File: config.mk
export PLATFORM = sky130hd
export DESIGN_NAME = utf8_cesu8_char_decoder
export DESIGN_NICKNAME = d
export VERILOG_FILES = /design/src/design/ucd_pkg.sv /design/src/design/ucd_byte_lane.sv /design/src/design/ucd_scalar_check.sv /design/src/design/ucd_merge.sv /design/src/design/utf8_cesu8_char_decoder.sv
export SDC_FILE = /design/constraint.sdc
export NUM_CORES = 1
export LEC_CHECK = 0
export ABC_AREA = 1
export BUFFER_PORTS_ARGS = -buffer_cell sky130_fd_sc_hd__buf_2
export CAP_MARGIN = 15
export CORE_MARGIN = 2
export CORE_UTILIZATION = 52
export CTS_CLUSTER_SIZE = 8
export DETAILED_ROUTE_END_ITERATION = 8
export PLACE_DENSITY = 0.84
export SKIP_LAST_GASP = 1
export SYNTH_ARGS = -nofsm -noshare
export SYNTH_HDL_FRONTEND = slang
export SYNTH_SLANG_ARGS = --single-unit
File: constraint.sdc
create_clock -name clock -period 3.2 [get_ports clock]
set_input_delay 0.8 -clock clock [delete_from_list [all_inputs] [get_ports clock]]
set_output_delay 0.8 -clock clock [all_outputs]
set_load 0.01 [all_outputs]
File: src/design/ucd_pkg.sv
// ----------------------------------------------------------------------------
// ucd_pkg
// Shared types and constants for the UTF-8 / CESU-8 character decoder.
// ----------------------------------------------------------------------------
package ucd_pkg;

   localparam int unsigned BYTE_W  = 8;
   localparam int unsigned CP_W    = 21;
   localparam int unsigned COUNT_W = 3;
   localparam int unsigned WINDOW  = 6;

   localparam logic [CP_W-1:0] ERR_CODE_POINT = 21'h00003F;
   localparam logic [CP_W-1:0] MAX_SCALAR     = 21'h110000;
   localparam logic [CP_W-1:0] SURR_FIRST     = 21'h00D800;
   localparam logic [CP_W-1:0] SURR_LAST      = 21'h00DFFF;
   localparam logic [CP_W-1:0] NONCHAR_FIRST  = 21'h00FDD0;
   localparam logic [CP_W-1:0] NONCHAR_LAST   = 21'h00FDEF;
   localparam logic [15:0]     NONCHAR_TAIL   = 16'hFFFE;

   localparam logic [CP_W-1:0] MIN_TWO_BYTE   = 21'h000080;
   localparam logic [CP_W-1:0] MIN_THREE_BYTE = 21'h000800;
   localparam logic [CP_W-1:0] MIN_FOUR_BYTE  = 21'h010000;
   localparam logic [CP_W-1:0] PAIR_BASE      = 21'h010000;

   localparam logic [BYTE_W-1:0] CESU_LEAD    = 8'hED;
   localparam logic [3:0]        LOW_SURR_TOP = 4'hB;
   localparam logic [5:0]        HIGH_SURR_TOP = 6'b110110;

   localparam logic [COUNT_W-1:0] LEN_ONE   = 3'd1;
   localparam logic [COUNT_W-1:0] LEN_TWO   = 3'd2;
   localparam logic [COUNT_W-1:0] LEN_THREE = 3'd3;
   localparam logic [COUNT_W-1:0] LEN_FOUR  = 3'd4;
   localparam logic [COUNT_W-1:0] LEN_PAIR  = 3'd6;

   typedef struct packed {
      logic       cont;
      logic [5:0] bits;
   } byte_info_type;

   typedef struct packed {
      logic [CP_W-1:0]    code_point;
      logic               decode_error;
      logic [COUNT_W-1:0] bytes_used;
      logic               not_strict;
   } result_type;

endpackage

File: src/design/ucd_byte_lane.sv
// ----------------------------------------------------------------------------
// ucd_byte_lane
// Classify one window byte: continuation flag and six payload bits.
// ----------------------------------------------------------------------------
module ucd_byte_lane
   import ucd_pkg::*;
(
   input  logic [BYTE_W-1:0] data,
   output byte_info_type     info
);

   assign info.cont = (data[7:6] == 2'b10);
   assign info.bits = data[5:0];

endmodule

File: src/design/ucd_scalar_check.sv
// ----------------------------------------------------------------------------
// ucd_scalar_check
// Check one candidate code point against its minimum and the scalar rules.
// ----------------------------------------------------------------------------
module ucd_scalar_check
   import ucd_pkg::*;
(
   input  logic [CP_W-1:0] value,
   input  logic [CP_W-1:0] min_value,
   output logic            ok
);

   logic below_max;
   logic surrogate;
   logic nonchar_tail;
   logic nonchar_block;

   assign below_max     = (value < MAX_SCALAR);
   assign surrogate     = (value >= SURR_FIRST) && (value <= SURR_LAST);
   assign nonchar_tail  = (value[15:0] >= NONCHAR_TAIL);
   assign nonchar_block = (value >= NONCHAR_FIRST) && (value <= NONCHAR_LAST);

   assign ok = (value >= min_value) && below_max && !surrogate
               && !nonchar_tail && !nonchar_block;

endmodule

File: src/design/ucd_merge.sv
// ----------------------------------------------------------------------------
// ucd_merge
// Pick the sequence length from the lead byte and the lane flags, and
// combine the matching candidate into one result.
// ----------------------------------------------------------------------------
module ucd_merge
   import ucd_pkg::*;
(
   input  logic [BYTE_W-1:0]       lead,
   input  logic [BYTE_W-1:0]       third_byte,
   input  byte_info_type [WINDOW-1:0] info,
   input  logic [CP_W-1:0]         cand2,
   input  logic [CP_W-1:0]         cand3,
   input  logic [CP_W-1:0]         cand4,
   input  logic [CP_W-1:0]         cand6,
   input  logic                    ok2,
   input  logic                    ok3,
   input  logic                    ok4,
   input  logic                    ok6,
   output result_type              result
);

   logic good_lead;
   logic pair;

   // lead bytes C0..F7 open a multibyte sequence
   assign good_lead = (lead[7:6] == 2'b11) && (lead[7:3] != 5'b11111);

   // high surrogate followed by ED B0..BF xx
   assign pair = (cand3[15:10] == HIGH_SURR_TOP) && (third_byte == CESU_LEAD)
                 && (info[4].cont) && (info[4].bits[5:4] == LOW_SURR_TOP[1:0])
                 && info[5].cont;

   always_comb begin
      logic               err;
      logic [CP_W-1:0]    cp;
      logic [COUNT_W-1:0] len;
      err = 1'b0;
      cp  = {{(CP_W-BYTE_W){1'b0}}, lead};
      len = LEN_ONE;
      if (!lead[7]) begin
         err = 1'b0;
      end else if (!good_lead || !info[1].cont) begin
         err = 1'b1;
      end else if (!lead[5]) begin
         len = LEN_TWO;
         cp  = cand2;
         err = !ok2;
      end else if (!info[2].cont) begin
         len = LEN_TWO;
         err = 1'b1;
      end else if (!lead[4]) begin
         if (pair) begin
            len = LEN_PAIR;
            cp  = cand6;
            err = !ok6;
         end else begin
            len = LEN_THREE;
            cp  = cand3;
            err = !ok3;
         end
      end else if (!info[3].cont) begin
         len = LEN_THREE;
         err = 1'b1;
      end else begin
         len = LEN_FOUR;
         cp  = cand4;
         err = !ok4;
      end
      result.code_point   = err ? ERR_CODE_POINT : cp;
      result.decode_error = err;
      result.bytes_used   = len;
      result.not_strict   = err || (len == LEN_PAIR);
   end

endmodule

File: src/design/utf8_cesu8_char_decoder.sv
// ----------------------------------------------------------------------------
// utf8_cesu8_char_decoder
// Decode one UTF-8 character (with CESU-8 surrogate pair folding) from a
// six-byte window per transaction.
// ----------------------------------------------------------------------------
// Response: an accepted request is decoded and appears in the response register in the next cycle.
// Throughput: one transaction per cycle while rsp_stall is low; a new request is taken while the
//   previous response is being drained, the response register sets the pace.
// Reset: synchronous, active high; clears the response valid flag only.
// ----------------------------------------------------------------------------
module utf8_cesu8_char_decoder
   import ucd_pkg::*;
(
   input  logic                clock,
   input  logic                reset,
   input  logic                req_valid,
   output logic                req_stall,
   input  logic [BYTE_W-1:0]   req_byte0,
   input  logic [BYTE_W-1:0]   req_byte1,
   input  logic [BYTE_W-1:0]   req_byte2,
   input  logic [BYTE_W-1:0]   req_byte3,
   input  logic [BYTE_W-1:0]   req_byte4,
   input  logic [BYTE_W-1:0]   req_byte5,
   output logic                rsp_valid,
   input  logic                rsp_stall,
   output logic [CP_W-1:0]     rsp_code_point,
   output logic                rsp_decode_error,
   output logic [COUNT_W-1:0]  rsp_bytes_used,
   output logic                rsp_not_strict
);

   logic [BYTE_W-1:0]         window [WINDOW];
   byte_info_type [WINDOW-1:0] info;

   logic [CP_W-1:0] cand2;
   logic [CP_W-1:0] cand3;
   logic [CP_W-1:0] cand4;
   logic [CP_W-1:0] cand6;
   logic            ok2;
   logic            ok3;
   logic            ok4;
   logic            ok6;

   result_type rsp_in;
   result_type rsp_ff;
   logic       rsp_valid_ff;
   logic       rsp_valid_in;
   logic       load;

   assign window[0] = req_byte0;
   assign window[1] = req_byte1;
   assign window[2] = req_byte2;
   assign window[3] = req_byte3;
   assign window[4] = req_byte4;
   assign window[5] = req_byte5;

   // One classifier lane per window byte.
   for (genvar g = 0; g < WINDOW; g++) begin : g_lane
      ucd_byte_lane u_lane (
         .data (window[g]),
         .info (info[g])
      );
   end

   // Candidate code points, one per possible sequence length. Each one is
   // built as if the lead byte announced that length; the merge picks one.
   assign cand2 = {10'd0, req_byte0[4:0], info[1].bits};
   assign cand3 = {5'd0, req_byte0[3:0], info[1].bits, info[2].bits};
   assign cand4 = {req_byte0[2:0], info[1].bits, info[2].bits, info[3].bits};
   // Surrogate pair: ten bits from the high half, four from the low
   // surrogate's middle byte, six from its last byte, offset by 0x10000.
   assign cand6 = PAIR_BASE + {1'b0, cand3[9:0], req_byte4[3:0], info[5].bits};

   // Scalar validity check, one copy per candidate, all in parallel.
   ucd_scalar_check u_chk2 (.value(cand2), .min_value(MIN_TWO_BYTE),   .ok(ok2));
   ucd_scalar_check u_chk3 (.value(cand3), .min_value(MIN_THREE_BYTE), .ok(ok3));
   ucd_scalar_check u_chk4 (.value(cand4), .min_value(MIN_FOUR_BYTE),  .ok(ok4));
   ucd_scalar_check u_chk6 (.value(cand6), .min_value(MIN_FOUR_BYTE),  .ok(ok6));

   ucd_merge u_merge (
      .lead       (req_byte0),
      .third_byte (req_byte3),
      .info       (info),
      .cand2      (cand2),
      .cand3      (cand3),
      .cand4      (cand4),
      .cand6      (cand6),
      .ok2        (ok2),
      .ok3        (ok3),
      .ok4        (ok4),
      .ok6        (ok6),
      .result     (rsp_in)
   );

   // Response register: load whenever it is empty or being drained this
   // cycle, hold while the downstream side stalls a pending transaction.
   assign load         = !(rsp_valid_ff && rsp_stall);
   assign req_stall    = !load;
   assign rsp_valid_in = load ? req_valid : rsp_valid_ff;

   always_ff @(posedge clock) begin
      if (reset) begin
         rsp_valid_ff <= 1'b0;
      end else begin
         rsp_valid_ff <= rsp_valid_in;
      end
   end

   always_ff @(posedge clock) begin
      if (load && req_valid) begin
         rsp_ff <= rsp_in;
      end
   end

   assign rsp_valid        = rsp_valid_ff;
   assign rsp_code_point   = rsp_ff.code_point;
   assign rsp_decode_error = rsp_ff.decode_error;
   assign rsp_bytes_used   = rsp_ff.bytes_used;
   assign rsp_not_strict   = rsp_ff.not_strict;

endmodule

==> results.cfg <==
[placed_design]
gp_congestion = 1.02
hpwlAfterDp_um = 6870
port-buffer-count = 79

[clocking]
cts_buffer_depth = 2
postCtsHoldBufs = 0
postCtsSetupBuffers = 0
path_clk_slew_ps = 80
cts_resized = 0
insertion_delay_ps = 270
cts_root_buf = clkbuf_8
numCtsBuffers = 3
cts_sinks = 27
htreeDepth = 1
cts_tree = done

[power]
peakVddDrop_mv = 0.165
p_per_area_mw_per_mm2 = 273
p_leak_nw = 1.36

[final_layout]
drive_above_1_share = 0.295
fin_nets = 517
area_growth_pct = 20.0
final_cell_mix = buf_2 (79), nand2_1 (74), inv_1 (50)
num_antenna_cells = 0
layout_commonest_cell = buf_2
fillers = 441

[worst_setup_path]
critPathArrivalTime_ps = 2710
r2r_end = rsp_code_point[6]
ff2ff_path_depth = 4
worstSetupEndpointType = register
crit_path_max_fanout = 13
worstSetupPathType = input pin to register
r2r_start = rsp_valid
rrSetupSlack_ps = 2040
startpoint_type = input pin
critPathRequiredTime_ps = 3220

[die]
rows = 25
dieArea_sq_mm = 0.00558
start_util = 0.543
ios = 80
fp.dieH_um = 74.7
die_w_um = 74.7
core_sq_mm = 0.00479

[grt]
grt_max_degree = 27
grt-ovfl-total = 0
grt_pass1_vias = 2844
grt_antenna_before_repair = 0
grt_first_pass_wirelength_um = 13500
grt_usage = 0.318

[synthesis]
synth_seq_cells = 27
synth_warnings = 0
synthCells = 381
syn_area_sq_mm = 0.00260
synth.avg_cell_area_sq_um = 6.82
syn_nets = 436
seq_area_frac_synth = 0.308
ys_types = 42

[timing]
relSlewSlack = 0.665
rsz0062_at_grt = no
finalSetupViolations = 0
fin_crit_ps = 2690
finClkSkew_ps = 2.78
worst_pin_slew_ps = 503
finalCritPeriodShare = 0.841
finalHoldViolations = 0
max_freq_mhz = 371
fin_setup_tns_ps = 0
finalMaxSlewViolations = 0
hold_slack_ps = 486

[hold_path]
hold_class = register to register
whs_path_depth = 2
holdCritStartpoint = rsp_valid
hold_end = rsp_valid

[route]
wl_per_cell_um = 15.9
first_iter_violations = 279
vias = 3004
post-route-drc-count = 0
ant_nets = 0
first_pass_iters = 6
wl_um = 8420
vias_per_cell = 5.69

[status]
outcome = finished clean

[flow_run]
drv_cap = 0
-- through the flow --
step / utilization / cells / worst slack (ps) / total power [W] / instance area (sq um)
2_1_floorplan: - / 381 / 623 / 0.000561 / 2600
3_3_place_gp: 0.643 / 524 / 310 / 0.000664 / 3080
3_5_place_dp: 0.643 / 524 / 245 / 0.000668 / 3080
4_1_cts: 0.652 / 528 / 523 / 0.000846 / 3120
5_1_grt: 0.652 / 528 / 275 / 0.000889 / 3120
6_report: 0.652 / 528 / 508 / 0.000851 / 3120
-- cell type report --
cell class	instances	area (sq um)	area share
Clock buffer	4	45.0	0.0144
Inverter	60	228	0.0730
Multi-Input combinational cell	286	1530	0.490
Sequential cell	27	801	0.257
Tap cell	67	83.8	0.0269
Timing Repair Buffer	84	433	0.139
-- metal layers --
metal / up-vias / wire length (um) / track usage
met3: 34 / 688 / 0.0321
li1: 1455 / - / -
met4: 0 / 352 / 0.159
met1: 1338 / 3430 / 0.404
met2: 177 / 3940 / 0.539
met5: - / 0 / 0
-- worst max-delay path by stage --
stage	slack (ps)	startpoint	to
final	510	req_byte1[0]	rsp_code_point[14]
after global routing	270	req_byte1[0]	rsp_code_point[14]
after CTS	520	req_byte1[0]	rsp_code_point[14]
after detailed placement	240	req_byte1[0]	rsp_code_point[14]
after global placement	310	req_byte1[0]	rsp_code_point[12]
after floorplan	620	req_byte1[0]	rsp_code_point[4]
-- Yosys cell counts (all sizes together) --
cell type	n	share of area
ha	3	0.014
buf	5	0.013
o22ai	7	0.017
nand4	11	0.031
clkinv	1	0.0014
o221ai	1	0.0034
o311ai	1	0.0034
a32oi	3	0.010
nor4	6	0.017
clkbuf	3	0.0043
nand3	31	0.072
inv	59	0.086
a21oi	28	0.058
nor2	59	0.10
nor3	8	0.017
edfxtp	26	0.30
a22oi	3	0.0087
or2	2	0.0048
nand2	89	0.16
a31oi	1	0.0024
a311oi	1	0.0034
o211ai	3	0.0087
o21ai	29	0.056
dfxtp	1	0.0077
-- cells by family (layout without fill, tap and decap cells) --
| logic type | Yosys count | count (layout) | synth area share |
|---|---|---|---|
| adders and majority gates | 3 | 3 | 0.0144 |
| buffers and inverters | 68 | 148 | 0.104 |
| DFF | 27 | 27 | 0.308 |
| and+or+nand+nor | 206 | 206 | 0.402 |
| AOI/OAI and AO/OA | 77 | 77 | 0.171 |
-- report_power, final --
group	switching, W	internal, W	total (W)	leakage (nW)
registers	0.00000413	0.000407	0.000411	0.258
logic	0.000171	0.0000837	0.000255	1.07
clock network	0.0000967	0.0000890	0.000186	0.0228
total	0.000272	0.000580	0.000851	1.36
-- flip-flops by register name (all words and copies together) (netlist names) --
| name | cells |
|---|---|
| rsp_bytes_used | 3 |
| rsp_not_strict | 1 |
| rsp_decode_error | 1 |
| rsp_valid | 1 |
| rsp_code_point | 21 |
-- critical path, stage by stage --
cell and delay (ps):
buf_2 250, ha_1 270, nand2_2 80, nand2_2 130, nand3_1 120, nor2_4 190, nand3_1 100, nand2_1 60
nand2_1 40, nand3_1 90, nand2_1 60, nand2_1 60, nand2_1 70, nand2_2 80, nand2_4 80, nand3_4 160
nor2_2 60
No activity file was read; power rests on OpenSTA's default activity.
